<file path="config.mk">
export PLATFORM = sky130hd
export DESIGN_NAME = fld_front
export DESIGN_NICKNAME = d
export VERILOG_FILES = /design/src/framebuffer_line_draw_core_macros.svh /design/src/fld_pkg.sv /design/src/fld_front.sv
export SDC_FILE = /design/constraint.sdc
export NUM_CORES = 1
export LEC_CHECK = 0
export BUFFER_PORTS_ARGS = -buffer_cell sky130_fd_sc_hd__buf_2
export CAP_MARGIN = 20
export CORE_MARGIN = 3
export CORE_UTILIZATION = 30
export DETAILED_ROUTE_END_ITERATION = 8
export PLACE_DENSITY_LB_ADDON = 0.3
export RECOVER_POWER = 25
export SYNTH_ARGS = -nofsm -noshare
export SYNTH_HDL_FRONTEND = slang
export SYNTH_SLANG_ARGS = --single-unit
export TNS_END_PERCENT = 20
</file>
<file path="constraint.sdc">
create_clock -name clk -period 3 [get_ports clk]
set_input_delay 0.15 -clock clk [delete_from_list [all_inputs] [get_ports clk]]
set_output_delay 0.15 -clock clk [all_outputs]
set_load 0.03 [all_outputs]
</file>
<file path="src/framebuffer_line_draw_core_macros.svh">
// Assertion macros shared by the line drawing core.
// Depends on a clock named clk and an active-low reset named rst_n in scope.
`ifndef FRAMEBUFFER_LINE_DRAW_CORE_MACROS_SVH
`define FRAMEBUFFER_LINE_DRAW_CORE_MACROS_SVH

// The condition must never hold outside reset.
`define FLD_ASSERT_NEVER(label, cond) \
    label: assert property (@(posedge clk) disable iff (!rst_n) !(cond)) \
        else $error("fld assertion failed: forbidden condition seen");

// The antecedent must be followed by the consequent in the next cycle.
`define FLD_ASSERT_NEXT(label, ante, cons) \
    label: assert property (@(posedge clk) disable iff (!rst_n) (ante) |=> (cons)) \
        else $error("fld assertion failed: expected follow-up missing");

`endif

</file>
<file path="src/fld_pkg.sv">
// Package for the line drawing core: field widths, defaults, command type, states.
// No dependencies.
package fld_pkg;

    localparam int COORD_W   = 7;
    localparam int RADDR_W   = 9;
    localparam int DATA_W    = 8;
    localparam int COUNT_W   = 8;
    localparam int POS_W     = COORD_W + 2;

    localparam int SCREEN_WIDTH_DEF = 84;
    localparam int BANK_COUNT_DEF   = 6;
    localparam int BANK_ROWS        = 8;

    localparam logic OP_DRAW = 1'b0;
    localparam logic OP_READ = 1'b1;

    typedef struct packed {
        logic               op;
        logic [RADDR_W-1:0] raddr;
        logic               set;
        logic               x_major;
        logic               xneg;
        logic               yneg;
        logic [COORD_W-1:0] start_x;
        logic [COORD_W-1:0] start_y;
        logic [COORD_W-1:0] end_x;
        logic [COORD_W-1:0] end_y;
        logic [COORD_W-1:0] major_len;
        logic [COORD_W-1:0] minor_len;
    } cmd_t;

    typedef struct packed {
        logic clearing;
    } back_status_t;

    typedef enum logic [2:0] {
        ST_CLEAR,
        ST_IDLE,
        ST_PLOT,
        ST_MODIFY,
        ST_BYTE,
        ST_BYTE_DATA,
        ST_RESULT
    } back_state_t;

endpackage

</file>
<file path="src/fld_front.sv">
// Front end: accepts items, works out line direction and axis lengths.
// Depends on fld_pkg.
module fld_front
    import fld_pkg::*;
(
    input  logic                clk,
    input  logic                rst_n,
    input  logic                push,
    output logic                full,
    input  logic                operation,
    input  logic [COORD_W-1:0]  start_x,
    input  logic [COORD_W-1:0]  start_y,
    input  logic [COORD_W-1:0]  end_x,
    input  logic [COORD_W-1:0]  end_y,
    input  logic                draw_mode,
    input  logic [RADDR_W-1:0]  read_address,
    input  back_status_t        status,
    input  logic                q_full,
    output logic                q_push,
    output cmd_t                q_data
);

    logic               valid_reg;
    logic               valid_next;
    cmd_t               cmd_reg;
    cmd_t               cmd_next;
    logic               accept;
    logic               advance;
    logic               xneg;
    logic               yneg;
    logic [COORD_W-1:0] lx;
    logic [COORD_W-1:0] ly;

    assign advance = valid_reg && !q_full;
    assign full    = status.clearing || (valid_reg && q_full);
    assign accept  = push && !full;

    always_comb
    begin
        xneg = end_x < start_x;
        yneg = end_y < start_y;
        lx   = xneg ? (start_x - end_x) : (end_x - start_x);
        ly   = yneg ? (start_y - end_y) : (end_y - start_y);

        cmd_next.op        = operation;
        cmd_next.raddr     = read_address;
        cmd_next.set       = draw_mode;
        cmd_next.x_major   = lx >= ly;
        cmd_next.xneg      = xneg;
        cmd_next.yneg      = yneg;
        cmd_next.start_x   = start_x;
        cmd_next.start_y   = start_y;
        cmd_next.end_x     = end_x;
        cmd_next.end_y     = end_y;
        cmd_next.major_len = (lx >= ly) ? lx : ly;
        cmd_next.minor_len = (lx >= ly) ? ly : lx;

        if (accept)
        begin
            valid_next = 1'b1;
        end
        else if (advance)
        begin
            valid_next = 1'b0;
        end
        else
        begin
            valid_next = valid_reg;
        end
    end

    always_ff @(posedge clk or negedge rst_n)
    begin
        if (!rst_n)
        begin
            valid_reg <= 1'b0;
        end
        else
        begin
            valid_reg <= valid_next;
        end
    end

    always_ff @(posedge clk)
    begin
        if (accept)
        begin
            cmd_reg <= cmd_next;
        end
    end

    assign q_push = advance;
    assign q_data = cmd_reg;

endmodule

</file>
==> out/qor.yml, run 1 <==
setup_viol: 0
synth_area_leaders: "edfxtp_1 (54%), ha_1 (13%), mux2i_1 (7.0%)"
synth_top_cell_area_share: 0.537
vias: 2333
path_class: "primary input to register"
io_pins: 102
place.gp.congestion: 0.814
ctsLongestPathBuffers: 2
synthArstFlopShare: 0.0175
placement.io_buffers: 101
fin_ws_ns: 0.328
initial_core_util: 0.315
drt_iter0_drc: 41
yosysMostFrequentCell: "edfxtp_1"
ant_nets: 0
ff2ff_path_depth: 3
ff2ff_setup_slack_ns: 1.30
ys_seq_area_frac: 0.545
period_share: 0.891
max_slew_margin: 0.749
path_max_fanout: 4
cts_tree: "yes"
synth_cells: 241
skew_ns: 0.00531
worst_pin_slew_ns: 0.376
crit_path_cell_trace: "clkbuf_1 -> inv_1 -> ha_1 -> inv_1 -> fa_1 -> a21o_1 -> a21oi_1 -> o21ai_0 -> mux2i_1 -> xor2_1 -> ha_1 -> a21oi_1 -> o21ai_4 -> buf_4 -> mux2i_1"
synth.avg_cell_area_sq_um: 13.0
maxCapViolations: 0
cts.sinks: 57
status: "completed"
startpoint: "end_y[0]"
grt_pass1_wl_mm: 10.8
hold_slack_ns: 0.0451
crit_path_end_kind: "register"
root_buffer: "clkbuf_8"
powerDensity_nw_per_um2: 622
hold_path_class: "primary input to register"
grt_pass1_vias: 2403
drive_above_1_share: 0.327
syn2layout_area_growth_pct: 44.0
drv_slew: 0
detailedPlace.worstSlack_ns: -0.0904
rsz0062_at_grt: "false"
synth-edff-count: 56
clock_latency_ns: 0.34
numPlacedInstances: 508
fin_nets: 489
wl_per_cell_um: 12.5
crit_path_end: "q_data[11]"
gr-total-overflow: 0
drc_errors: 0
p_leak_nw: 2.08
syn_nets: 322
crit_path_top_delay_cell: "fa_1"
grt_antenna_before_repair: 0
vias_per_cell: 4.27
min_period_ns: 2.67
wl_mm: 6.82
fillCellCount: 941
worst_path_largest_cell_delay_ns: 0.40
yosysWarnings: 0
synth_top_area_cell: "edfxtp_1"
fmax_mhz: 374
path_clk_slew_ns: 0.06
placementRows: 36
crit_required_ns: 3.07
synth_seq_cells: 57
antenna_cells: 0
arrival_ns: 2.75
syn_area_sq_um: 3130
dp_hpwl_mm: 5.21
tns_ns: 0
finalHoldViolations: 0
die_width_um: 108
cts-htree-levels: 3
core_area_sq_um: 9950
reg2reg_to: "q_data[12]"
yosys-top-cells-count: "edfxtp_1 (56), inv_1 (40), ha_1 (33)"
multiInputGateArea_sq_um: 1270
ff_latch_area_sq_um: 1710
grt_max_degree: 23
die_area_sq_um: 11700
grt_util_all_layers: 0.120
r2r-start: "valid_reg"
synth_top_flop_cell: "edfxtp_1"
dr.pass1.iters: 4
fp.dieH_um: 108
cp-start-kind: "primary input"
largest_reg_flops: 56
final_cells: 546
cts_made_buffers: 9
yosysUniqueCellTypes: 31
vdd_ir_drop_max_mv: 0.241
[per-stage QoR]
stage           util  area, sq um  power [mW]
5_1_grt        0.453         4510        2.99
4_1_cts        0.454         4520        2.84
2_1_floorplan      -         3140        1.61
3_3_place_gp   0.410         4080        1.92
3_5_place_dp   0.410         4080        1.94
6_report       0.453         4510        2.80
[cells by family after synthesis]
family,share of synthesized area
mux,0.0703
flops,0.545
buf+inv,0.0543
xor+xnor,0.0280
fa+ha+maj,0.157
compound gates,0.0955
simple gates,0.0499
[how the worst min path moves through the flow]
stage	from	end	slack, ns	cells past startpoint
6_report	q_full	valid_reg	0.05	2
5_1_grt	q_full	valid_reg	0.04	2
4_1_cts	end_x[3]	q_data[24]	0.0002	1
3_5_place_dp	rst_n	valid_reg	-0.07	1
3_3_place_gp	rst_n	valid_reg	-0.07	1
2_1_floorplan	rst_n	valid_reg	-0.15	0
[layout by cell type, fill, tap and decap left out, types with 2 or more instances in the layout]
cell type,n
nand2b_1,4
xor2_1,3
inv_1,40
a21oi_1,18
a221oi_1,3
clkbuf_8,9
nand3_1,2
buf_2,77
dlygate4sd3_1,22
nor2_1,5
xnor2_1,7
nand2_1,7
a21boi_1,2
ha_1,33
mux2i_1,22
a31oi_4,2
buf_4,32
nor2b_1,3
bufinv_16,3
o21ai_1,3
clkbuf_4,4
a21o_1,5
edfxtp_1,56
nand3b_1,4
o21ai_0,2
fa_1,4
clkbuf_1,25
[metal layers]
layer,global-route usage,part of all wire,vias to the layer above
met3,0.0442,0.073,7
met4,0.0496,0.015,0
met5,0,0,-
met2,0.195,0.46,71
met1,0.144,0.45,1073
li1,-,-,1182
[worst max-delay path, delay by kind of cell]
| family | cells | cell delay [ns] |
|---|---|---|
| buffers and inverters | 4 | 0.39 |
| multiplexers | 2 | 0.28 |
| AO/OA/AOI/OAI | 5 | 0.84 |
| adder cells (fa/ha/maj) | 3 | 0.84 |
| XOR/XNOR | 1 | 0.24 |
[power breakdown]
part / leakage (nW) / switching [mW] / internal [mW]
sequential: 0.534 / 0.0135 / 0.981
clock: 0.114 / 0.317 / 0.547
combinational: 1.43 / 0.509 / 0.436
total: 2.08 / 0.840 / 1.97
[repair_timing]
item | in CTS | in global routing
hold buffers | 20 | 2
setup endpoints to repair | 0 | 14
endpoints found under the hold margin | 20 | 2
gates resized for setup | 0 | 2
setup buffers | 0 | 0
[layout make-up]
class                           count  area share
Clock inverter                      6      0.0236
Inverter                           40      0.0333
Clock buffer                       10      0.0283
Timing Repair Buffer              160       0.219
Tap cell                          133      0.0369
Sequential cell                    57       0.378
Multi-Input combinational cell    140       0.281
(Power assumes the default switching activity.)
==> inputs of run 2 (changes only) <==
--- a/config.mk
+++ b/config.mk
@@ -11,7 +11,6 @@
 export CORE_UTILIZATION = 30
 export DETAILED_ROUTE_END_ITERATION = 8
 export PLACE_DENSITY_LB_ADDON = 0.3
-export RECOVER_POWER = 25
 export SYNTH_ARGS = -nofsm -noshare
 export SYNTH_HDL_FRONTEND = slang
 export SYNTH_SLANG_ARGS = --single-unit
==> constraint.sdc (replaced) <==
create_clock -name clk -period 2.7 [get_ports clk]
set_input_delay 0.135 -clock clk [delete_from_list [all_inputs] [get_ports clk]]
set_output_delay 0.135 -clock clk [all_outputs]
set_load 0.03 [all_outputs]
==> out/qor.yml, run 2 (same netlist as run 1, synthesis figures left out) <==
status: "completed"
final_cells: 568
finalPower_mw: 3.24
fp.dieH_um: 108
ant_nets: 0
ff2ff_path_depth: 3
fin_ws_ns: 0.114
vias: 2435
antenna_cells: 0
wl_mm: 7.11
mostFrequentLayoutCell: "buf_2"
crit_path_end_kind: "register"
powerDensity_nw_per_um2: 654
placement.io_buffers: 101
placementRows: 36
crit_path_top_delay_cell: "ha_4"
wl_per_cell_um: 12.5
die_area_sq_um: 11700
grt_max_degree: 58
cts-htree-levels: 3
period_share: 0.958
cts.sinks: 57
grt_util_all_layers: 0.121
vias_per_cell: 4.29
numPlacedInstances: 525
dp_hpwl_mm: 5.05
drive_above_1_share: 0.499
drv_slew: 0
largest_reg_flops: 56
core_area_sq_um: 9950
grt_antenna_before_repair: 0
max_slew_margin: 0.789
setup_viol: 0
worst_pin_slew_ns: 0.314
drt_iter0_drc: 56
crit_required_ns: 2.88
path_class: "primary input to register"
skew_ns: 0.00978
drc_errors: 0
p_leak_nw: 2.27
min_period_ns: 2.59
worst_path_largest_cell_delay_ns: 0.28
cp-start-kind: "primary input"
hold_depth: 1
path_clk_slew_ns: 0.06
syn2layout_area_growth_pct: 58.2
place.gp.congestion: 0.851
fin_area_sq_um: 4960
path_max_fanout: 7
io_pins: 102
ctsLongestPathBuffers: 2
grt_pass1_vias: 2360
crit_path_cell_trace: "buf_2 -> inv_6 -> ha_4 -> o211ai_1 -> a21oi_2 -> a31oi_4 -> mux2i_1 -> xnor2_1 -> inv_1 -> ha_4 -> nand2_1 -> o21ai_2 -> a21oi_2 -> o21ai_4 -> buf_6 -> mux2i_2"
ff2ff_setup_slack_ns: 1.30
vdd_ir_drop_max_mv: 0.290
root_buffer: "clkbuf_8"
maxCapViolations: 0
cts_made_buffers: 9
clock_latency_ns: 0.34
fin_nets: 512
dpl_cell_area_sq_um: 4280
cts_tree: "yes"
detailedPlace.worstSlack_ns: -0.330
finalHoldViolations: 0
dr.pass1.iters: 4
arrival_ns: 2.76
fillCellCount: 924
final_cell_mix: "buf_2 (100), buf_4 (56), edfxtp_1 (56)"
initial_core_util: 0.315
fmax_mhz: 387
grt_pass1_wl_mm: 11.0
gr-total-overflow: 0
die_width_um: 108
hold_path_class: "primary input to register"
-- run 2: path summary, 6_finish.rpt --
check	from	endpoint
setup / recovery	start_x[2]	q_data[11]
hold / removal	end_x[3]	q_data[24]
setup reg to reg	valid_reg	q_data[8]
hold reg to reg	valid_reg	valid_reg
max in group asynchronous	rst_n	valid_reg
min in group asynchronous	rst_n	valid_reg
-- run 2: repair_timing --
| action | CTS | global route |
|---|---|---|
| hold endpoints to repair | 22 | 0 |
| hold buffers | 22 | 0 |
| resized for setup | 0 | 36 |
| setup endpoints to repair | 0 | 15 |
| setup buffers | 0 | 5 |
-- run 2: cell type report --
type / count / area [sq um] / area share
clock inverters: 4 / 68.8 / 0.0139
multi-input cells: 140 / 1500 / 0.303
clock buffers: 11 / 131 / 0.0265
flip-flops and latches: 57 / 1710 / 0.344
repair buffers: 183 / 1220 / 0.247
inverters: 40 / 155 / 0.0313
well taps: 133 / 166 / 0.0336
-- run 2: metal layers --
layer  share of wire  routed length (um)  vias to the layer above  track usage
met5               0                   0                        -            0
met4           0.029                 203                        0       0.0703
met3           0.061                 437                       15       0.0304
met2            0.45                3200                       72        0.182
met1            0.46                3260                     1115        0.159
li1                -                   -                     1233            -
-- run 2: critical path, delay by kind of cell --
family	cells	cell delay [ns]
compound gates	6	0.97
fa+ha+maj	2	0.48
buf+inv	4	0.46
mux	2	0.46
xor+xnor	1	0.18
simple gates	1	0.06
-- run 2: per-stage QoR --
stage | hold WS (ns) | util | TNS (ns)
final | 0.0162 | 0.498 | 0
after global routing | 0.00412 | 0.498 | -0.255
after CTS | 0.00154 | 0.472 | 0
after detailed placement | -0.0895 | 0.430 | -4.28
after global placement | -0.0900 | 0.430 | -4.22
after floorplan | -0.161 | - | -0.825
-- run 2: power breakdown --
part / internal, mW / switching [mW] / total (mW)
registers: 1.09 / 0.0184 / 1.11
logic: 0.644 / 0.641 / 1.28
clock network: 0.510 / 0.335 / 0.845
==> inputs of run 3 (changes only) <==
--- a/config.mk
+++ b/config.mk
@@ -7,6 +7,8 @@
 export LEC_CHECK = 0
 export BUFFER_PORTS_ARGS = -buffer_cell sky130_fd_sc_hd__buf_2
 export CAP_MARGIN = 20
+export CELL_PAD_IN_SITES_DETAIL_PLACEMENT = 1
+export CELL_PAD_IN_SITES_GLOBAL_PLACEMENT = 1
 export CORE_MARGIN = 3
 export CORE_UTILIZATION = 30
 export DETAILED_ROUTE_END_ITERATION = 8
==> out/qor.yml, run 3 (same netlist as run 1, synthesis figures left out) <==
grt_pass1_wl_mm: 12.2
fmax_mhz: 382
cp-start-kind: "primary input"
final_cell_mix: "buf_2 (99), buf_4 (63), edfxtp_1 (56)"
vdd_ir_drop_max_mv: 0.286
maxCapViolations: 0
grt_max_degree: 36
ant_nets: 0
drt_iter0_drc: 62
holdPathEnd: "q_data[19]"
crit_path_cell_trace: "buf_2 -> ha_4 -> a21oi_4 -> o21ai_4 -> a31oi_4 -> buf_4 -> mux2i_1 -> xor2_1 -> inv_1 -> ha_1 -> a21o_1 -> a21oi_4 -> o21ai_4 -> buf_6 -> mux2i_2"
dr.pass1.iters: 4
hold_start: "end_y[5]"
die_width_um: 108
wl_per_cell_um: 14.5
fp.dieH_um: 108
cts_made_buffers: 9
grt_util_all_layers: 0.135
crit_path_end_kind: "register"
arrival_ns: 2.69
min_period_ns: 2.62
r2r-start: "valid_reg"
met2_usage: 0.221
initial_core_util: 0.315
crit_path_top_delay_cell: "a31oi_4"
drc_errors: 0
powerDensity_nw_per_um2: 657
crit_required_ns: 2.78
placementRows: 36
drv_slew: 0
path_max_fanout: 7
reg2reg_to: "q_data[6]"
fin_ws_ns: 0.0812
p_leak_nw: 2.29
path_clk_slew_ns: 0.07
drive_above_1_share: 0.534
grt_antenna_before_repair: 0
mostFrequentLayoutCell: "buf_2"
clock_latency_ns: 0.33
root_buffer: "clkbuf_8"
fin_nets: 516
path_class: "primary input to register"
wl_mm: 8.28
die_area_sq_um: 11700
max_slew_margin: 0.700
ctsLongestPathBuffers: 2
io_pins: 102
cts.sinks: 57
cts_tree: "yes"
worst_path_largest_cell_delay_ns: 0.27
finalHoldViolations: 0
largest_reg_flops: 56
numPlacedInstances: 525
dp_hpwl_mm: 5.95
gr-total-overflow: 0
fin_area_sq_um: 5030
final_cells: 573
place.gp.congestion: 0.848
hold_path_class: "primary input to register"
detailedPlace.worstSlack_ns: -0.408
core_area_sq_um: 9950
top_usage_layer: "met2"
grt_pass1_vias: 2571
antenna_cells: 0
worst_pin_slew_ns: 0.451
skew_ns: 0.0109
ff2ff_path_depth: 3
placement.io_buffers: 101
hold_depth: 1
dpl_cell_area_sq_um: 4280
finalPower_mw: 3.30
ff2ff_setup_slack_ns: 1.16
status: "completed"
vias_per_cell: 4.41
vias: 2526
syn2layout_area_growth_pct: 60.7
setup_viol: 0
period_share: 0.970
use_met1: 0.173
grt.met3_usage: 0.0287
cts-htree-levels: 3
## run 3: cell types whose count changed in the layout (fill, tap and decap cells not counted), sizes merged
| cell | before | now |
|---|---|---|
| buf | 159 | 166 |
| clkbuf | 13 | 10 |
| clkinv | 2 | 4 |
| clkinvlp | 0 | 1 |
| dlygate4sd3 | 22 | 21 |
| inv | 40 | 39 |
## run 3: final cells by class
cell class              count  area, sq um
inverters                  40          155
multi-input cells         140         1550
clock inverters             6         82.6
clock buffers              10          128
well taps                 133          166
fillers                  1067         4920
flip-flops and latches     57         1710
repair buffers            187         1240
## run 3: through the flow
stage	TNS [ns]	utilization	hold WS [ns]
after CTS	0	0.475	0.000439
after floorplan	-0.825	-	-0.161
after global placement	-4.19	0.430	-0.0902
after detailed placement	-5.47	0.430	-0.0893
final	0	0.506	0.0202
after global routing	-0.423	0.506	0.00278
## run 3: worst max-delay path: cells and delay by family
family	cells	cell delay, ns
AOI/OAI and AO/OA	6	1.00
buffers and inverters	4	0.53
adders and majority gates	2	0.46
muxes	2	0.36
xor gates and xnor gates	1	0.20
## run 3: repair_timing
action | CTS | global route
endpoints found under the setup margin | 14 | 15
gates cloned | 0 | 0
gates resized for setup | 6 | 46
hold endpoints to repair | 20 | 1
pin swaps | 2 | 27
buffers inserted | 1 | 10
hold buffers | 20 | 1
## run 3: power by group
group	total (mW)	leakage, nW	switching [mW]	internal (mW)
combinational	1.32	1.65	0.681	0.637
clock	0.878	0.106	0.363	0.515
sequential	1.11	0.534	0.0177	1.09
## run 3: routing by layer
| layer | part of all wire | wire length [um] |
|---|---|---|
| met4 | 0.015 | 125 |
| met2 | 0.50 | 4140 |
| met5 | 0 | 0 |
| met3 | 0.053 | 439 |
| met1 | 0.43 | 3570 |
## run 3: worst max-delay path by stage
stage,from,end,cells past startpoint
floorplan,end_x[2],q_data[2],15
global placement,start_y[2],q_data[1],15
detailed placement,start_x[4],q_data[13],15
CTS,start_x[4],q_data[13],16
global route,start_x[2],q_data[12],16
finish,end_x[4],q_data[13],15
