[src/framebuffer_line_draw_core_macros.svh]
// Assertion macros shared by the line drawing core.
// Depends on a clock named clk and an active-low reset named rst_n in scope.
`ifndef FRAMEBUFFER_LINE_DRAW_CORE_MACROS_SVH
`define FRAMEBUFFER_LINE_DRAW_CORE_MACROS_SVH

// The condition must never hold outside reset.
`define FLD_ASSERT_NEVER(label, cond) \
    label: assert property (@(posedge clk) disable iff (!rst_n) !(cond)) \
        else $error("fld assertion failed: forbidden condition seen");

// The antecedent must be followed by the consequent in the next cycle.
`define FLD_ASSERT_NEXT(label, ante, cons) \
    label: assert property (@(posedge clk) disable iff (!rst_n) (ante) |=> (cons)) \
        else $error("fld assertion failed: expected follow-up missing");

`endif

[src/fld_pkg.sv]
// Package for the line drawing core: field widths, defaults, command type, states.
// No dependencies.
package fld_pkg;

    localparam int COORD_W   = 7;
    localparam int RADDR_W   = 9;
    localparam int DATA_W    = 8;
    localparam int COUNT_W   = 8;
    localparam int POS_W     = COORD_W + 2;

    localparam int SCREEN_WIDTH_DEF = 84;
    localparam int BANK_COUNT_DEF   = 6;
    localparam int BANK_ROWS        = 8;

    localparam logic OP_DRAW = 1'b0;
    localparam logic OP_READ = 1'b1;

    typedef struct packed {
        logic               op;
        logic [RADDR_W-1:0] raddr;
        logic               set;
        logic               x_major;
        logic               xneg;
        logic               yneg;
        logic [COORD_W-1:0] start_x;
        logic [COORD_W-1:0] start_y;
        logic [COORD_W-1:0] end_x;
        logic [COORD_W-1:0] end_y;
        logic [COORD_W-1:0] major_len;
        logic [COORD_W-1:0] minor_len;
    } cmd_t;

    typedef struct packed {
        logic clearing;
    } back_status_t;

    typedef enum logic [2:0] {
        ST_CLEAR,
        ST_IDLE,
        ST_PLOT,
        ST_MODIFY,
        ST_BYTE,
        ST_BYTE_DATA,
        ST_RESULT
    } back_state_t;

endpackage

[src/fld_queue.sv]
// Two-entry command queue between the front end and the drawing engine.
// Depends on fld_pkg.
module fld_queue
    import fld_pkg::*;
(
    input  logic clk,
    input  logic rst_n,
    input  logic push,
    input  cmd_t push_data,
    output logic q_full,
    input  logic pop,
    output logic q_empty,
    output cmd_t pop_data
);

    cmd_t       slot_reg [2];
    logic       wr_ptr_reg;
    logic       wr_ptr_next;
    logic       rd_ptr_reg;
    logic       rd_ptr_next;
    logic [1:0] count_reg;
    logic [1:0] count_next;
    logic       do_push;
    logic       do_pop;

    assign q_full   = count_reg == 2'd2;
    assign q_empty  = count_reg == 2'd0;
    assign do_push  = push && !q_full;
    assign do_pop   = pop && !q_empty;
    assign pop_data = slot_reg[rd_ptr_reg];

    always_comb
    begin
        wr_ptr_next = do_push ? ~wr_ptr_reg : wr_ptr_reg;
        rd_ptr_next = do_pop ? ~rd_ptr_reg : rd_ptr_reg;
        count_next  = count_reg + 2'(do_push) - 2'(do_pop);
    end

    always_ff @(posedge clk or negedge rst_n)
    begin
        if (!rst_n)
        begin
            wr_ptr_reg <= 1'b0;
            rd_ptr_reg <= 1'b0;
            count_reg  <= 2'd0;
        end
        else
        begin
            wr_ptr_reg <= wr_ptr_next;
            rd_ptr_reg <= rd_ptr_next;
            count_reg  <= count_next;
        end
    end

    always_ff @(posedge clk)
    begin
        if (do_push)
        begin
            slot_reg[wr_ptr_reg] <= push_data;
        end
    end

endmodule

[config.mk]
export PLATFORM = sky130hd
export DESIGN_NAME = fld_queue
export DESIGN_NICKNAME = d
export VERILOG_FILES = /design/src/framebuffer_line_draw_core_macros.svh /design/src/fld_pkg.sv /design/src/fld_queue.sv
export SDC_FILE = /design/constraint.sdc
export NUM_CORES = 1
export LEC_CHECK = 0
export BUFFER_PORTS_ARGS = -buffer_cell sky130_fd_sc_hd__buf_2
export CORE_MARGIN = 2
export CORE_UTILIZATION = 56
export DETAILED_ROUTE_END_ITERATION = 16
export PLACE_DENSITY_LB_ADDON = 0.2
export SLEW_MARGIN = 20
export SYNTH_ARGS = -nofsm -noshare
export SYNTH_HDL_FRONTEND = slang
export SYNTH_SLANG_ARGS = --single-unit
[constraint.sdc]
create_clock -name clk -period 5.1 [get_ports clk]
set_input_delay 1.02 -clock clk [delete_from_list [all_inputs] [get_ports clk]]
set_output_delay 1.02 -clock clk [all_outputs]
set_load 0.005 [all_outputs]
==> impl_metrics.py, run 1 <==
metrics = {
    "worst_setup_path": {
        "slowest_stage": "dfrtp_2",
        "timing.rr.start": "count_reg[1]",
        "startpoint_type": "flip-flop",
        "worstSetupPathType": "reg -> out",
        "crit_arrival_ps": 2520,
        "cpPeakStageDelay_ps": 970,
        "crit_chain": "buf_4, mux2_2, buf_2",
        "critPathCaptureType": "output pin",
        "crit_required_ps": 4080,
        "ff2ff_path_depth": 4,
        "reg2reg_to": "slot_reg[0][39]",
        "worstPathMaxFanout": 36,
        "r2r_setup_slack_ps": 2860,
    },
    "power_and_ir_drop": {
        "p_per_area_nw_per_um2": 595,
        "vdd.ir_drop.worst_mv": 0.368,
        "power_uw": 3350,
        "p_leak_uw": 0.00223,
    },
    "placed_design": {
        "gp_congestion": 0.678,
        "post-dp-hpwl_um": 4630,
        "preCtsSetupSlack_ps": 2060,
        "port_buffers": 117,
        "dpl-instance-area_sq_um": 5050,
    },
    "route": {
        "drc": 0,
        "avgViaCountPerCell": 4.90,
        "drt_iter0_markers": 107,
        "routed_wl_um": 7170,
        "wire_per_inst_um": 16.3,
        "dr.pass1.iters": 4,
        "dr_total_vias": 2154,
        "ant_nets": 0,
    },
    "clock_network": {
        "cts-resized-gates": 0,
        "cts_tree": "built",
        "cts_max_level": 4,
        "cts_hold_buf": 0,
        "cts.sinks": 116,
        "clk_pin_slew_ps": 60,
        "cts_buffers": 17,
        "ctsLongestPathBuffers": 2,
        "clk_latency_ps": 490,
        "root_buffer": "clkbuf_8",
        "post_cts_buffers": 0,
    },
    "layout": {
        "design_area_sq_um": 5630,
        "largest_register_ffs": 112,
        "area_growth_pct": 29.0,
        "antennaDiodeCount": 0,
        "final_cell_mix": "117 x buf_2, 112 x edfxtp_1, 30 x mux2_4",
        "fin_nets": 387,
        "layout-drive-gt1-share": 0.621,
        "final_common_cell": "buf_2",
    },
    "hold_path": {
        "hold_path_class": "in -> async",
    },
    "grt": {
        "grt_pass1_vias": 2269,
        "grt_usage": 0.179,
        "grt_max_degree": 37,
        "antenna_found_initial": 0,
        "grt.overflow.total": 0,
        "grt_pass1_wl_um": 11100,
    },
    "synthesis": {
        "ys_ff_latch": 116,
        "synthesis.area_sq_um": 4360,
        "synth_top_cell_area_share": 0.772,
        "synth.distinct_cells": 15,
        "synth_top_area_cell": "edfxtp_1",
        "ys_warn_count": 0,
        "syn_inst": 192,
        "syn_avg_cell_area_sq_um": 22.7,
        "syn_nets": 254,
        "synth.area.top_cells": "edfxtp_1 77%, mux2_4 10%, mux2_2 6.7%",
        "ys_seq_area_frac": 0.794,
    },
    "floorplan": {
        "start_util": 0.570,
        "core-area_sq_um": 7650,
        "die_w_um": 92.2,
        "rows": 32,
        "die-area_sq_um": 8510,
        "io_pins": 118,
        "die-height_um": 92.2,
    },
    "sta": {
        "skew_ps": 6.18,
        "period_needed_ps": 3540,
        "tightestPinTransition_ps": 976,
        "period_share": 0.693,
        "setup_tns_ps": 0,
        "fmaxAchievable_ghz": 0.283,
        "finalHoldViolCount": 0,
        "timing.final.ws_setup_ps": 1560,
        "finalMaxSlewViolations": 0,
        "setup_viol": 0,
        "rsz0062_at_grt": "no",
        "slew_headroom": 0.348,
    },
    "run": {
        "cap_violations": 0,
    },
    "run_status": {
        "status": "complete, no violations",
    },
}
## routing by layer
metal / vias to the layer above / routed length, um / global-route usage
met5: - / 0 / 0
li1: 1027 / - / -
met3: 7 / 489 / 0.0682
met1: 1045 / 2880 / 0.214
met4: 0 / 68 / 0.0784
met2: 75 / 3730 / 0.293
## stage by stage
stage,instances,hold WS (ps),util
2_1_floorplan,192,461,-
3_3_place_gp,408,496,0.660
3_5_place_dp,408,505,0.660
4_1_cts,440,305,0.736
5_1_grt,440,303,0.736
6_report,440,321,0.736
## cell usage after synthesis
library cell / instances
mux2_2: 26
xnor2_1: 3
buf_2: 2
edfxtp_1: 112
ha_1: 2
nor2_1: 2
nand2b_1: 1
and3_1: 1
mux2_4: 30
xor2_1: 1
inv_1: 2
buf_6: 4
dfrtp_1: 4
nor2b_1: 1
nand2_1: 1
## logic make-up after synthesis
| logic type | after synthesis | synth area share |
|---|---|---|
| buffers and inverters | 8 | 0.0144 |
| adder cells (fa/ha/maj) | 2 | 0.00574 |
| AND/OR/NAND/NOR | 6 | 0.00689 |
| flip-flops | 116 | 0.794 |
| multiplexers | 56 | 0.170 |
| XOR/XNOR | 4 | 0.00804 |
## final cells by class
type | count | area [sq um]
Clock buffer | 17 | 414
Inverter | 2 | 7.51
Multi-Input combinational cell | 68 | 842
Tap cell | 102 | 128
Fill cell | 487 | 2020
Clock inverter | 15 | 161
Sequential cell | 116 | 3460
Timing Repair Buffer | 120 | 608
## where the power goes
group | switching, uW | total [uW] | internal, uW | leakage [uW]
logic | 355 | 821 | 466 | 0.000882
registers | 120 | 1430 | 1310 | 0.00109
clock network | 405 | 1100 | 695 | 0.000260
## critical path: cells and delay by family, from the launching register on
| family | cells | cell delay [ps] |
|---|---|---|
| buffers and inverters | 2 | 640 |
| DFF | 1 | 970 |
| muxes | 1 | 390 |
## how the worst max path moves through the flow
stage	startpoint	to	slack, ps	cells past startpoint
after detailed placement	rd_ptr_reg	pop_data[55]	2060	3
after floorplan	push	slot_reg[0][0]	1170	2
after global placement	rd_ptr_reg	pop_data[5]	2070	3
final	rd_ptr_reg	pop_data[5]	1560	3
after CTS	rd_ptr_reg	pop_data[5]	1510	3
after global routing	rd_ptr_reg	pop_data[55]	1420	3
Power figures use the tool's default switching activity.
==> inputs of run 2 (changes only) <==
- CORE_UTILIZATION: 56 -> 47
- clock period: 5.1 -> 2.9 ns (I/O delays scaled with it)
==> run 2 against run 1 <==
Effect of this change: count of clock-buffer cells in the layout did not move; hold slack got worse by 56 ps; highest routed layer unchanged; largest cell class unchanged; sequential cell count did not move; global-route usage fell by 2.3 points; critical endpoint is now pop_data[4]; non-clock buffer count rose by 3; utilization fell by 10 points.
==> impl_metrics.py, run 2 (synthesis gave the netlist of run 1 again) <==
metrics = {
    "clock_network": {
        "cts_buffers": 17,
        "root_buffer": "clkbuf_8",
        "cts_max_level": 4,
        "clk_pin_slew_ps": 60,
        "cts-resized-gates": 0,
        "cts_tree": "built",
        "ctsLongestPathBuffers": 2,
        "clk_latency_ps": 500,
        "post_cts_buffers": 0,
        "cts.sinks": 116,
    },
    "worst_setup_path": {
        "r2r_setup_slack_ps": 1220,
        "worstSetupPathType": "reg -> out",
        "ff2ff_path_depth": 3,
        "worstPathMaxFanout": 33,
        "slowest_stage": "buf_4",
        "reg2reg_to": "slot_reg[1][20]",
        "cpPeakStageDelay_ps": 460,
        "crit_arrival_ps": 1860,
        "crit_required_ps": 2320,
        "critPathCaptureType": "output pin",
        "startpoint_type": "flip-flop",
        "timing.rr.start": "count_reg[1]",
        "crit_chain": "buf_4, mux2_2, buf_2",
    },
    "sta": {
        "timing.final.ws_setup_ps": 462,
        "setup_viol": 0,
        "finalHoldViolCount": 0,
        "finalMaxSlewViolations": 0,
        "rsz0062_at_grt": "no",
        "fmaxAchievable_ghz": 0.410,
        "period_share": 0.841,
        "slew_headroom": 0.638,
        "skew_ps": 11.4,
        "tightestPinTransition_ps": 543,
        "period_needed_ps": 2440,
        "setup_tns_ps": 0,
    },
    "route": {
        "drt_iter0_markers": 110,
        "ant_nets": 0,
        "dr_total_vias": 2178,
        "drc": 0,
        "wl_met3_um": 585,
        "avgViaCountPerCell": 4.82,
        "wl_met2_um": 3650,
        "routed_wl_um": 7490,
        "wire_per_inst_um": 16.6,
        "met1_length_um": 3150,
        "dr.pass1.iters": 4,
        "highest_layer": "met4",
    },
    "grt": {
        "antenna_found_initial": 0,
        "grt_pass1_vias": 2241,
        "grt.overflow.total": 0,
        "grt_pass1_wl_um": 11400,
        "grt_usage": 0.156,
        "grt_max_degree": 57,
    },
    "placed_design": {
        "gp_congestion": 0.747,
        "preCtsSetupSlack_ps": 968,
        "port_buffers": 117,
        "post-dp-hpwl_um": 4810,
        "placedCellCount": 419,
        "dpl-instance-area_sq_um": 5100,
    },
    "layout": {
        "final_common_cell": "buf_2",
        "fin_nets": 390,
        "fin_cells": 452,
        "antennaDiodeCount": 0,
        "largest_register_ffs": 112,
        "design_area_sq_um": 5760,
        "fill_cells": 663,
        "final_cell_mix": "117 x buf_2, 112 x edfxtp_1, 30 x mux2_4",
        "area_growth_pct": 32.2,
        "layout-drive-gt1-share": 0.616,
    },
    "floorplan": {
        "rows": 35,
        "die-height_um": 100,
        "die-area_sq_um": 10100,
        "die_w_um": 100,
        "io_pins": 118,
        "start_util": 0.479,
        "core-area_sq_um": 9110,
    },
    "hold_path": {
        "hold_path_class": "in -> reg",
        "holdPathEnd": "slot_reg[1][33]",
        "holdCritStartpoint": "push_data[33]",
        "holdPathStages": 1,
    },
    "run": {
        "cap_violations": 0,
    },
    "power_and_ir_drop": {
        "vdd.ir_drop.worst_mv": 0.642,
        "p_per_area_nw_per_um2": 1090,
        "p_leak_uw": 0.00230,
        "power_uw": 6250,
    },
    "run_status": {
        "status": "complete, no violations",
    },
}
-- run 2: cell count changes in the layout (fill, tap and decap cells not counted), sizes merged --
cell         before  now
bufinv            2    6
clkinvlp          6    3
clkinv            7    6
dlygate4sd3       0    1
buf             120  122
-- run 2: what timing repair did --
item                                   CTS  global route
hold buffers                             1             0
endpoints found under the hold margin    4             0
setup endpoints to repair                0             0
-- run 2: cell type report --
type                       count  area (sq um)  share of cell area
clock buffer                  17           414              0.0719
clock inverter                15           236              0.0410
inverter                       2          7.51             0.00130
multi-input combinational     68           842               0.146
sequential                   116          3460               0.601
tap                          111           139              0.0241
timing repair buffer         123           658               0.114
-- run 2: worst max-delay path by stage --
stage	to	startpoint	cells past startpoint	slack (ps)
floorplan	slot_reg[0][0]	push	2	340
global placement	pop_data[0]	rd_ptr_reg	3	1000
detailed placement	pop_data[4]	rd_ptr_reg	3	970
CTS	pop_data[4]	rd_ptr_reg	3	420
global route	pop_data[4]	rd_ptr_reg	3	390
finish	pop_data[4]	rd_ptr_reg	3	460
-- run 2: through the flow --
step | utilization | hold slack [ps]
floorplan | - | 284
global placement | 0.560 | 393
detailed placement | 0.560 | 393
CTS | 0.633 | 239
global route | 0.633 | 241
finish | 0.633 | 265
-- run 2: metal layers --
| metal | vias up | GRT usage |
|---|---|---|
| li1 | 1031 | - |
| met5 | - | 0 |
| met2 | 81 | 0.243 |
| met4 | 0 | 0.0738 |
| met1 | 1057 | 0.188 |
| met3 | 9 | 0.0696 |
-- run 2: critical path: cells and delay by family, from the launching register on --
| kind | cells | cell delay, ps |
|---|---|---|
| buffers and inverters | 2 | 590 |
| DFF | 1 | 350 |
| muxes | 1 | 410 |
-- run 2: power breakdown --
group          total, uW  internal (uW)  switching [uW]
Combinational       1590            852             739
Clock               2260           1560             707
Sequential          2400           2300             101
==> inputs of run 3 (changes only) <==
- ABC_AREA: unset -> 1
- CORE_UTILIZATION: 47 -> 52
- clock period: 2.9 -> 2.37 ns (I/O delays scaled with it)
==> run 3 against run 2 <==
Effect of this change: power rose by 15%; sequential power increased by 23%; final cell count rose by 27%; count of clock-buffer cells in the layout is the same; worst setup slack got worse by 240 ps; die area is 10% lower; utilization increased by 5.4 points; synthesized cell count increased by 70%; largest power group unchanged.
==> impl_metrics.py, run 3 <==
metrics = {
    "grt": {
        "grt.overflow.total": 0,
        "grt_usage": 0.185,
        "antenna_found_initial": 0,
        "grt_max_degree": 33,
        "grt_pass1_vias": 2587,
        "grt_pass1_wl_um": 12100,
    },
    "layout": {
        "utilization": 0.687,
        "final_common_cell": "nand2_1",
        "antennaDiodeCount": 0,
        "largest_register_ffs": 112,
        "design_area_sq_um": 5590,
        "area_growth_pct": 29.9,
        "layout-drive-gt1-share": 0.327,
        "final_cell_mix": "181 x nand2_1, 117 x buf_2, 112 x edfxtp_1",
        "fin_nets": 521,
    },
    "sta": {
        "fmaxAchievable_ghz": 0.465,
        "holdWs_ps": 170,
        "period_share": 0.907,
        "setup_viol": 0,
        "setup_tns_ps": 0,
        "finalMaxSlewViolations": 0,
        "skew_ps": 9.56,
        "tightestPinTransition_ps": 430,
        "slew_headroom": 0.713,
        "period_needed_ps": 2150,
        "rsz0062_at_grt": "no",
        "finalHoldViolCount": 0,
    },
    "synthesis": {
        "synth_top_family_by_area": "simple AND/OR/NAND/NOR gates",
        "synth_simple_gate_area_frac": 0.162,
        "synthMuxAreaShare": 0,
        "syn_nets": 388,
        "synth_top_area_cell": "edfxtp_1",
        "syn_avg_cell_area_sq_um": 13.2,
        "synth_compound_area_frac": 0,
        "synth_xor_xnor_area_share": 0,
        "synth_top_cell_area_share": 0.782,
        "ys_seq_area_frac": 0.805,
        "synth-edff-count": 112,
        "synth.distinct_cells": 10,
        "syn_inst": 326,
        "synthAdderAreaFrac": 0.00582,
        "async_flop_share": 0.0345,
        "yosys-top-cells-count": "181 x nand2_1, 112 x edfxtp_1, 10 x inv_1",
        "synthesis.area_sq_um": 4300,
        "synth.area.top_cells": "edfxtp_1 78%, nand2_1 16%, dfrtp_1 2.3%",
        "ys_ff_latch": 116,
        "synth_ff_type": "edfxtp_1",
        "yosysMostFrequentCell": "nand2_1",
        "ys_warn_count": 0,
    },
    "worst_setup_path": {
        "crit_chain": "inv_2, buf_6, nand2_1, nand2_1, buf_2",
        "crit_arrival_ps": 1680,
        "ff2ff_path_depth": 4,
        "critPathCaptureType": "output pin",
        "crit_required_ps": 1900,
        "worstPathMaxFanout": 32,
        "cp_top_family": "flip-flops",
        "cp_num_buf_inv": 3,
        "slowest_stage": "dfrtp_2",
        "timing.rr.start": "count_reg[1]",
        "reg2reg_to": "slot_reg[1][32]",
        "cpPeakStageDelay_ps": 500,
        "crit_path_frequent_cell": "nand2_1",
        "startpoint_type": "flip-flop",
        "r2r_setup_slack_ps": 900,
        "worstSetupPathType": "reg -> out",
    },
    "power_and_ir_drop": {
        "vdd.ir_drop.worst_mv": 0.737,
        "swShare": 0.295,
        "p_leak_uw": 0.00249,
        "pwr-share-seq": 0.408,
        "p_int_uw": 5070,
        "combPwrFrac": 0.261,
        "switchingPower_uw": 2120,
        "p_per_area_nw_per_um2": 1290,
        "p_clk_frac": 0.330,
        "power_uw": 7190,
    },
    "route": {
        "avgViaCountPerCell": 4.72,
        "ant_nets": 0,
        "wire_per_inst_um": 13.5,
        "routed_wl_um": 7800,
        "drt_iter0_markers": 144,
        "drc": 0,
        "dr.pass1.iters": 4,
        "dr_total_vias": 2716,
    },
    "hold_path": {
        "holdPathEnd": "slot_reg[0][40]",
        "holdPathStages": 1,
        "hold_path_class": "in -> reg",
        "holdCritStartpoint": "push_data[40]",
    },
    "clock_network": {
        "ctsLongestPathBuffers": 2,
        "clk_pin_slew_ps": 50,
        "cts_tree": "built",
        "cts_max_level": 4,
        "cts.sinks": 116,
        "clk_latency_ps": 490,
        "post_cts_buffers": 0,
        "cts_buffers": 17,
        "root_buffer": "clkbuf_8",
    },
    "placed_design": {
        "dpl-instance-area_sq_um": 5010,
        "gp_congestion": 0.735,
        "post-dp-hpwl_um": 4820,
        "port_buffers": 117,
    },
    "floorplan": {
        "core-area_sq_um": 8130,
        "die-area_sq_um": 9010,
        "die-height_um": 94.9,
        "io_pins": 118,
        "die_w_um": 94.9,
        "rows": 33,
        "start_util": 0.529,
    },
    "run_status": {
        "status": "complete, no violations",
    },
    "run": {
        "cap_violations": 0,
    },
}
## run 3: cell types whose count changed after synthesis, moves of 4 or more
cell,previous run,this run
nand2_1,1,181
mux2_4,30,0
buf_2,2,7
inv_1,2,10
mux2_2,26,0
buf_6,4,0
buf_4,0,5
## run 3: power by group through the flow
stage,sequential [uW],combinational (uW),clock (uW)
floorplan,2940,1110,0
finish,2940,1880,2380
detailed placement,2980,1900,0
global placement,2970,1870,0
global route,2980,2170,2500
CTS,2940,1920,2410
## run 3: worst max path at each step
stage | endpoint | cells after the start | slack, ps | start
final | pop_data[38] | 5 | 220 | rd_ptr_reg
after global routing | pop_data[38] | 5 | 80 | rd_ptr_reg
after CTS | pop_data[38] | 5 | 110 | rd_ptr_reg
after detailed placement | pop_data[51] | 5 | 680 | rd_ptr_reg
after global placement | pop_data[54] | 5 | 700 | rd_ptr_reg
after floorplan | slot_reg[0][0] | 3 | 290 | wr_ptr_reg
## run 3: final cells by class
type	instances	area, sq um
fill	606	2550
clock inverter	14	144
sequential	116	3460
clock buffer	17	414
multi-input combinational	187	731
timing repair buffer	126	659
tap	105	131
inverter	11	41.3
## run 3: what timing repair did
item	CTS	global route
hold endpoints to repair	4	0
setup endpoints to repair	0	1
hold buffers	1	0
resized for setup	0	1
## run 3: stage by stage
step / setup WS [ps] / cells
global placement: 704 / 544
global route: 79.0 / 576
detailed placement: 679 / 544
finish: 220 / 576
CTS: 108 / 576
floorplan: 295 / 326
## run 3: cells by family (layout without fill, tap and decap cells)
logic type | Yosys count | in the layout
simple gates | 185 | 185
flops | 116 | 116
buf+inv | 23 | 168
fa+ha+maj | 2 | 2
## run 3: layer usage
metal | share of wire | GRT usage | wire length [um]
met1 | 0.43 | 0.218 | 3350
met2 | 0.49 | 0.301 | 3810
met3 | 0.076 | 0.0694 | 590
met4 | 0.0060 | 0.0870 | 47
met5 | 0 | 0 | 0
